$ cat config.mk
export PLATFORM = sky130hd
export DESIGN_NAME = binary_diff_patch_applier
export DESIGN_NICKNAME = d
export VERILOG_FILES = /design/src/bdpa_pkg.sv /design/src/bdpa_step.sv /design/src/binary_diff_patch_applier.sv
export SDC_FILE = /design/constraint.sdc
export NUM_CORES = 1
export LEC_CHECK = 0
export ABC_CLOCK_PERIOD_IN_PS = 3590
export BUFFER_PORTS_ARGS = -buffer_cell sky130_fd_sc_hd__buf_2
export CAP_MARGIN = 20
export CORE_ASPECT_RATIO = 0.6
export CORE_MARGIN = 1.5
export CORE_UTILIZATION = 45
export CTS_CLUSTER_DIAMETER = 100
export DETAILED_ROUTE_END_ITERATION = 8
export HOLD_SLACK_MARGIN = 0.15
export PLACE_DENSITY = 0.61
export RECOVER_POWER = 100
export SLEW_MARGIN = 5
export SYNTH_ARGS = -nofsm -noshare
export SYNTH_HDL_FRONTEND = slang
export SYNTH_SLANG_ARGS = --single-unit
export TNS_END_PERCENT = 50
$ cat constraint.sdc
create_clock -name clock -period 3.59 [get_ports clock]
set_input_delay 0 -clock clock [delete_from_list [all_inputs] [get_ports clock]]
set_output_delay 0 -clock clock [all_outputs]
set_load 0.05 [all_outputs]
$ cat src/bdpa_pkg.sv
// ---------------------------------------------------------------------------
// bdpa_pkg
// Shared types and codes for the binary diff patch applier: item codes,
// record kinds, phases, status codes and the state and result records.
// ---------------------------------------------------------------------------
package bdpa_pkg;

   localparam int HDR_LEN_BYTES = 4;   // length bytes ahead of the kind byte

   // Input item codes.
   localparam logic [1:0] FUNC_DIFF     = 2'd0;
   localparam logic [1:0] FUNC_SRC      = 2'd1;
   localparam logic [1:0] FUNC_DIFF_END = 2'd2;
   localparam logic [1:0] FUNC_SRC_END  = 2'd3;

   // Stream expected next.
   localparam logic [1:0] WANT_DIFF = 2'd0;
   localparam logic [1:0] WANT_SRC  = 2'd1;
   localparam logic [1:0] WANT_NONE = 2'd2;

   // Record kinds.
   localparam logic [2:0] KIND_COPY   = 3'd0;
   localparam logic [2:0] KIND_XOR    = 3'd1;
   localparam logic [2:0] KIND_INSERT = 3'd2;
   localparam logic [2:0] KIND_VERIFY = 3'd3;
   localparam logic [2:0] KIND_FILL   = 3'd4;
   localparam logic [2:0] KIND_CHECK  = 3'd5;
   localparam logic [7:0] KIND_MAX    = 8'd5;

   // Phases of the record parser.
   localparam logic [2:0] PH_HDR   = 3'd0;
   localparam logic [2:0] PH_FINAL = 3'd1;
   localparam logic [2:0] PH_PLOAD = 3'd2;
   localparam logic [2:0] PH_FILL  = 3'd3;
   localparam logic [2:0] PH_BODY  = 3'd4;
   localparam logic [2:0] PH_STOP  = 3'd5;

   // Status codes.
   localparam logic [2:0] ST_RUNNING    = 3'd0;
   localparam logic [2:0] ST_DONE       = 3'd1;
   localparam logic [2:0] ST_EXTRA_SRC  = 3'd2;
   localparam logic [2:0] ST_MISMATCH   = 3'd3;
   localparam logic [2:0] ST_BAD_KIND   = 3'd4;
   localparam logic [2:0] ST_SRC_SHORT  = 3'd5;
   localparam logic [2:0] ST_DIFF_SHORT = 3'd6;

   typedef struct packed {
      logic [2:0]  phase;
      logic [2:0]  header_count;
      logic [31:0] remaining_length;
      logic [2:0]  record_kind;
      logic [7:0]  held_source;
      logic        have_source;
      logic [31:0] fill_pattern;
      logic [1:0]  pattern_index;
      logic [2:0]  sticky_status;
   } state_type;

   localparam state_type STATE_RESET = '{
      phase:            PH_HDR,
      header_count:     3'd0,
      remaining_length: 32'd0,
      record_kind:      KIND_COPY,
      held_source:      8'd0,
      have_source:      1'b0,
      fill_pattern:     32'd0,
      pattern_index:    2'd0,
      sticky_status:    ST_RUNNING
   };

   typedef struct packed {
      logic       out_valid;
      logic [7:0] out_byte;
      logic [1:0] want_stream;
      logic [2:0] status;
   } result_type;

endpackage

$ cat src/bdpa_step.sv
// ---------------------------------------------------------------------------
// bdpa_step
// Next-state and result logic for one input item of the patch applier.
// ---------------------------------------------------------------------------
module bdpa_step (
   input  bdpa_pkg::state_type  cur,
   input  logic                 reverse_mode,
   input  logic [1:0]           func,
   input  logic [7:0]           data_byte,
   output bdpa_pkg::state_type  nxt,
   output bdpa_pkg::result_type res
);
   import bdpa_pkg::*;

   logic [1:0]  need;
   logic [31:0] rl_dec;
   logic [7:0]  kind_adj;
   logic [7:0]  pat_byte;
   logic [1:0]  pi_inc;
   logic [31:0] len_base;
   logic        body_take;

   function automatic logic [1:0] wanted(input state_type s);
      logic [1:0] w;
      w = WANT_NONE;
      unique case (s.phase)
         PH_HDR, PH_PLOAD, PH_FILL: w = WANT_DIFF;
         PH_FINAL:                  w = WANT_SRC;
         PH_BODY: begin
            if (s.record_kind == KIND_INSERT)
               w = WANT_DIFF;
            else if (s.record_kind == KIND_XOR || s.record_kind == KIND_VERIFY)
               w = s.have_source ? WANT_DIFF : WANT_SRC;
            else
               w = WANT_SRC;
         end
         default: w = WANT_NONE;
      endcase
      return w;
   endfunction

   assign need     = wanted(cur);
   assign rl_dec   = cur.remaining_length - 32'd1;
   assign pat_byte = 8'(cur.fill_pattern >> {cur.pattern_index, 3'b000});
   assign pi_inc   = cur.pattern_index + 2'd1;
   assign len_base = (cur.header_count == 3'd0) ? 32'd0 : cur.remaining_length;
   assign body_take = (need == WANT_SRC && func == FUNC_SRC) ||
                      (need == WANT_DIFF && func == FUNC_DIFF);

   // Reverse mode swaps insert with verify and fill with check.
   always_comb begin
      kind_adj = data_byte;
      if (reverse_mode && data_byte >= 8'(KIND_INSERT) && data_byte <= KIND_MAX)
         kind_adj = data_byte ^ 8'd1;
   end

   always_comb begin
      nxt           = cur;
      res.out_valid = 1'b0;
      res.out_byte  = 8'd0;

      unique case (cur.phase)
         PH_HDR: begin
            if (func == FUNC_DIFF) begin
               if (cur.header_count < 3'(HDR_LEN_BYTES)) begin
                  nxt.remaining_length = len_base |
                     ({24'd0, data_byte} << {cur.header_count[1:0], 3'b000});
                  nxt.header_count = cur.header_count + 3'd1;
               end else begin
                  nxt.header_count = 3'd0;
                  if (kind_adj > KIND_MAX) begin
                     nxt.sticky_status = ST_BAD_KIND;
                     nxt.phase         = PH_STOP;
                  end else begin
                     nxt.record_kind   = kind_adj[2:0];
                     nxt.have_source   = 1'b0;
                     nxt.pattern_index = 2'd0;
                     if (kind_adj[2:0] >= KIND_FILL) begin
                        nxt.fill_pattern = 32'd0;
                        nxt.phase        = PH_PLOAD;
                     end else if (cur.remaining_length == 32'd0) begin
                        nxt.phase = PH_HDR;
                     end else begin
                        nxt.phase = PH_BODY;
                     end
                  end
               end
            end else if (func == FUNC_DIFF_END) begin
               if (cur.header_count == 3'd0) begin
                  nxt.phase = PH_FINAL;
               end else begin
                  nxt.sticky_status = ST_DIFF_SHORT;
                  nxt.phase         = PH_STOP;
               end
            end
         end

         PH_FINAL: begin
            if (func == FUNC_SRC) begin
               nxt.sticky_status = ST_EXTRA_SRC;
               nxt.phase         = PH_STOP;
            end else if (func == FUNC_SRC_END) begin
               nxt.sticky_status = ST_DONE;
               nxt.phase         = PH_STOP;
            end
         end

         PH_PLOAD: begin
            if (func == FUNC_DIFF) begin
               nxt.fill_pattern  = cur.fill_pattern |
                  ({24'd0, data_byte} << {cur.pattern_index, 3'b000});
               nxt.pattern_index = pi_inc;
               if (pi_inc == 2'd0) begin
                  if (cur.remaining_length == 32'd0) begin
                     nxt.phase        = PH_HDR;
                     nxt.header_count = 3'd0;
                  end else begin
                     nxt.phase = (cur.record_kind == KIND_FILL) ? PH_FILL : PH_BODY;
                  end
               end
            end else if (func == FUNC_DIFF_END) begin
               nxt.sticky_status = ST_DIFF_SHORT;
               nxt.phase         = PH_STOP;
            end
         end

         PH_FILL: begin
            // The item's code and byte are ignored; it only clocks out one pattern byte.
            res.out_valid        = 1'b1;
            res.out_byte         = pat_byte;
            nxt.pattern_index    = pi_inc;
            nxt.remaining_length = rl_dec;
            if (rl_dec == 32'd0) begin
               nxt.phase        = PH_HDR;
               nxt.header_count = 3'd0;
            end
         end

         PH_BODY: begin
            if (need == WANT_SRC && func == FUNC_SRC_END) begin
               nxt.sticky_status = ST_SRC_SHORT;
               nxt.phase         = PH_STOP;
            end else if (need == WANT_DIFF && func == FUNC_DIFF_END) begin
               nxt.sticky_status = ST_DIFF_SHORT;
               nxt.phase         = PH_STOP;
            end else if (body_take) begin
               case (cur.record_kind)
                  KIND_COPY, KIND_INSERT: begin
                     res.out_valid        = 1'b1;
                     res.out_byte         = data_byte;
                     nxt.remaining_length = rl_dec;
                     if (rl_dec == 32'd0) begin
                        nxt.phase        = PH_HDR;
                        nxt.header_count = 3'd0;
                     end
                  end
                  KIND_XOR, KIND_VERIFY: begin
                     if (!cur.have_source) begin
                        nxt.held_source = data_byte;
                        nxt.have_source = 1'b1;
                     end else begin
                        nxt.have_source = 1'b0;
                        if (cur.record_kind == KIND_VERIFY &&
                            cur.held_source != data_byte) begin
                           nxt.sticky_status = ST_MISMATCH;
                           nxt.phase         = PH_STOP;
                        end else begin
                           if (cur.record_kind == KIND_XOR) begin
                              res.out_valid = 1'b1;
                              res.out_byte  = cur.held_source ^ data_byte;
                           end
                           nxt.remaining_length = rl_dec;
                           if (rl_dec == 32'd0) begin
                              nxt.phase        = PH_HDR;
                              nxt.header_count = 3'd0;
                           end
                        end
                     end
                  end
                  default: begin
                     if (data_byte != pat_byte) begin
                        nxt.sticky_status = ST_MISMATCH;
                        nxt.phase         = PH_STOP;
                     end else begin
                        nxt.pattern_index    = pi_inc;
                        nxt.remaining_length = rl_dec;
                        if (rl_dec == 32'd0) begin
                           nxt.phase        = PH_HDR;
                           nxt.header_count = 3'd0;
                        end
                     end
                  end
               endcase
            end
         end

         default: begin
            // Finished or failed: everything is ignored.
         end
      endcase

      res.want_stream = wanted(nxt);
      res.status      = nxt.sticky_status;
   end

endmodule

$ cat src/binary_diff_patch_applier.sv
// ---------------------------------------------------------------------------
// binary_diff_patch_applier
// Applies a record-structured binary diff stream to a source byte stream and
// returns one result per input item: an optional destination byte, the stream
// wanted next and the running status.
// ---------------------------------------------------------------------------
//
//   channel | ports                                  | direction
//   --------+----------------------------------------+----------
//   req     | req_valid/ready, req_func, req_data_byte | in
//   rsp     | rsp_valid/ready, rsp_out_valid, rsp_out_byte,
//           | rsp_want_stream, rsp_status            | out
//   csr     | csr_write_enable, csr_write_data       | in
//
// Each accepted transfer is processed in the cycle it is accepted: the parser
// state advances at that edge and the result lands in the output register;
// a new item is taken every cycle while the output register is not stalled.
// The output register is the only stage; req_ready is high whenever it is
// empty or being drained, so a stall on rsp holds back req by one item only.
// Synchronous reset returns the parser to "expecting header", clears reverse
// mode and empties the output register.
// ---------------------------------------------------------------------------
module binary_diff_patch_applier (
   input  logic       clock,
   input  logic       reset,
   input  logic       req_valid,
   output logic       req_ready,
   input  logic [1:0] req_func,
   input  logic [7:0] req_data_byte,
   output logic       rsp_valid,
   input  logic       rsp_ready,
   output logic       rsp_out_valid,
   output logic [7:0] rsp_out_byte,
   output logic [1:0] rsp_want_stream,
   output logic [2:0] rsp_status,
   input  logic       csr_write_enable,
   input  logic       csr_write_data
);
   import bdpa_pkg::*;

   state_type  state_ff;
   state_type  state_in;
   result_type result_ff;
   result_type result_in;
   logic       rsp_valid_ff;
   logic       reverse_ff;
   logic       req_take;

   // The output register can take a new result when it is empty or when its
   // current result is leaving in this cycle.
   assign req_ready = !rsp_valid_ff || rsp_ready;
   assign req_take  = req_valid && req_ready;

   bdpa_step u_step (
      .cur          (state_ff),
      .reverse_mode (reverse_ff),
      .func         (req_func),
      .data_byte    (req_data_byte),
      .nxt          (state_in),
      .res          (result_in)
   );

   // Parser state and configuration.
   always_ff @(posedge clock) begin
      if (reset) begin
         state_ff   <= STATE_RESET;
         reverse_ff <= 1'b0;
      end else begin
         if (req_take)
            state_ff <= state_in;
         if (csr_write_enable)
            reverse_ff <= csr_write_data;
      end
   end

   // Output register valid flag.
   always_ff @(posedge clock) begin
      if (reset) begin
         rsp_valid_ff <= 1'b0;
      end else if (req_take) begin
         rsp_valid_ff <= 1'b1;
      end else if (rsp_ready) begin
         rsp_valid_ff <= 1'b0;
      end
   end

   // Output register payload; it only loads on an accepted transfer.
   always_ff @(posedge clock) begin
      if (req_take)
         result_ff <= result_in;
   end

   assign rsp_valid       = rsp_valid_ff;
   assign rsp_out_valid   = result_ff.out_valid;
   assign rsp_out_byte    = result_ff.out_byte;
   assign rsp_want_stream = result_ff.want_stream;
   assign rsp_status      = result_ff.status;

endmodule
==> results.json <==
{
  "drt-wirelength-per-cell_um": 21.0,
  "fin_skew_ns": 0.00757,
  "yosysUniqueCellTypes": 79,
  "fin_util_pct": 51.4,
  "critPathMaxStageDelay_ns": 0.58,
  "crit_path_frequent_cell": "or4_4",
  "die_area_um2": 15500,
  "area_growth_pct": 11.8,
  "rows": 34,
  "cp.arrival_ns": 3.53,
  "slew_violations": 0,
  "vias_per_cell": 6.49,
  "first_pass_iters": 6,
  "fin_nets": 895,
  "yosysSeqAreaShare_pct": 33.1,
  "most-common-layout-cells": "nor2_1, a21oi_1, dfxtp_1, o21ai_0, nand2_1",
  "cp-start-kind": "register",
  "die_h_um": 97.2,
  "synthesis.nets": 879,
  "synth_top_flop_cell": "dfxtp_1",
  "antenna_found_initial": 0,
  "syn_avg_cell_area_um2": 7.78,
  "syn_inst": 855,
  "timing.critical_path.cells": "or4_4, nor4b_2, a211oi_1, or4_1, or4_4, a211oi_4, o21ai_1, a221oi_4, a21oi_1",
  "fp.dieW_um": 160,
  "finalCritPeriodShare_pct": 95.4,
  "path_class": "reg -> reg",
  "slew_headroom_pct": 2.27,
  "critPathTopFamily": "simple AND/OR/NAND/NOR gates",
  "core_area_um2": 14500,
  "dp_hpwl_mm": 15.6,
  "synthArstFlopShare_pct": 0,
  "cts.sinks": 103,
  "synth_edf_count": 14,
  "h-tree-depth": 3,
  "grt_max_degree": 44,
  "drt-initial-drc-count": 815,
  "final.setup.tns_ns": 0,
  "cts_tree": "built",
  "maxCapViolations": 0,
  "antennaDiodeCount": 0,
  "rsz0062_at_grt": "false",
  "clockRootBuffer": "clkbuf_16",
  "place_congestion": 0.955,
  "cp.required_ns": 3.70,
  "critical_path_peak_fanout": 10,
  "postRouteAntennaNets": 0,
  "route.detailed.drc": 0,
  "grt_pass1_vias": 6435,
  "hold_viol_final": 0,
  "crit_buf_inv": 0,
  "clkLatencyLatePin_ns": 0.36,
  "post-route-min-period_ns": 3.43,
  "status": "completed",
  "vias": 6972,
  "crit_slowest_cell": "or4_1",
  "final_common_cell": "nor2_1",
  "grt_use_total_pct": 29.2,
  "drive_above_1_share_pct": 10.4,
  "power.leakage_nw": 2.61,
  "ys_ff_latch": 103,
  "worst_setup_path_end_kind": "register",
  "grt_first_pass_wirelength_mm": 35.8,
  "tightestPinTransition_ns": 1.47,
  "ir_drop_mv": 0.255,
  "cts_buffer_depth": 2,
  "port_buffers": 31,
  "cts-buffers-inserted": 9,
  "overflow": 0,
  "power_per_cell_area_nw_per_um2": 398,
  "cts.clk_slew.worst_paths_ns": 0.08,
  "initial_utilization_pct": 46.0,
  "fmax_ghz": 0.292,
  "synth_area_um2": 6650,
  "setup_viol": 0,
  "ff2ff_setup_slack_ns": 0.16,
  "wl_mm": 22.5,
  "pin_count": 32,
  "hold_class": "in -> reg",
  "yosys_warnings": 0
}
-- synth_stat cells, types with 3 or more instances --
cell type  count  area (µm²)
a22oi_1       43         323
or3_1          6        37.5
o22ai_1       22         138
nand4b_1       3        26.3
dfxtp_1       89        1780
or4_1          4        30.0
xnor2_1       12         105
o221ai_1       4        35.0
nor3b_1       11        82.6
nand4_1        8        50.1
nor3_1        23         115
mux4_2         8         180
or2_2          4        25.0
o21ai_0       61         305
o41ai_1        3        26.3
o32ai_1        7        61.3
inv_1         27         101
nor4b_1        4        35.0
nand2_1       54         203
a31oi_1        8        50.1
ha_1           8         100
clkbuf_1      61         229
xor2_1        12         105
mux2i_1       14         140
o211ai_1       4        30.0
nor2_1       113         424
o31ai_1        4        30.0
buf_1          9        33.8
and3_1         5        31.3
a211oi_1       6        45.0
nand3_1       16        80.1
nor2b_1        5        31.3
o21a_1         6        45.0
edfxtp_1      14         420
a32o_1         4        40.0
o21ai_1        9        45.0
nand2b_1      11        68.8
buf_2          3        15.0
a21oi_1       89         445
nor4_1        11        68.8
-- worst register-to-register path: stages, from the launching register on --
cell,delay (ns)
dfxtp_1,0.42
or4_4,0.56
nor4b_2,0.27
a211oi_1,0.08
or4_1,0.58
or4_4,0.55
a211oi_4,0.20
o21ai_1,0.13
a221oi_4,0.28
a21oi_1,0.11
-- report_power, final --
part / total [W] / switching (W) / internal, W / leakage (nW)
logic: 0.000685 / 0.000467 / 0.000218 / 1.59
registers: 0.00124 / 0.0000346 / 0.00120 / 0.861
clock network: 0.00104 / 0.000537 / 0.000505 / 0.151
total: 0.00296 / 0.00104 / 0.00192 / 2.61
-- worst paths after layout --
path | to | cells after the start | startpoint
min | state_ff[23] | 3 | req_data_byte[2]
max reg2reg | rsp_want_stream[1] | 9 | state_ff[51]
max | rsp_want_stream[1] | 9 | state_ff[51]
min reg2reg | state_ff[35] | 2 | state_ff[35]
-- registers in the layout (all words and copies together) (netlist names) --
name,cells
state_ff,87
rsp_out_byte,8
rsp_status,3
rsp_want_stream,2
reverse_ff,1
rsp_out_valid,1
rsp_valid,1
-- metrics by stage --
stage          instances  total power (W)  hold slack, ns  worst slack, ns  instance area [µm²]
4_1_cts             1074          0.00297           0.207            0.105                 7480
3_3_place_gp        1046          0.00191           0.235            0.234                 7050
5_1_grt             1074          0.00307           0.232           0.0342                 7440
3_5_place_dp        1046          0.00192           0.253            0.126                 7050
2_1_floorplan        855          0.00171           0.129            0.446                 6650
6_report            1074          0.00296           0.214            0.164                 7440
-- cells by family (layout without fill, tap and decap cells) --
kind of cell    count (synthesis)  count (layout)  share of synthesized area [%]
buf+inv                       101             122                           5.87
fa+ha+maj                       8               8                           1.50
mux                            23              23                           4.98
simple gates                  298             298                           22.7
compound gates                298             298                           28.6
flops                         103             103                           33.1
xor+xnor                       24              24                           3.16
-- metal layers --
metal | vias up | GRT usage (%) | share of wire (%)
li1 | 3201 | - | -
met1 | 3348 | 42.9 | 46
met2 | 392 | 41.9 | 42
met3 | 31 | 7.51 | 11
met4 | 0 | 7.55 | 1.5
met5 | - | 0 | 0
-- repair_timing --
| item | in CTS | in global routing |
|---|---|---|
| hold buffers | 12 | 0 |
| setup endpoints to repair | 0 | 5 |
| endpoints found under the hold margin | 34 | 0 |
| gates resized for setup | 0 | 4 |
| buffers inserted | 0 | 0 |
-- layout make-up --
class,count,area (µm²)
repair buffers,79,513
well taps,198,248
clock inverters,7,83.8
fillers,1413,7030
inverters,27,101
multi-input cells,651,4060
clock buffers,9,225
flip-flops and latches,103,2200
Power figures use the tool's default switching activity.
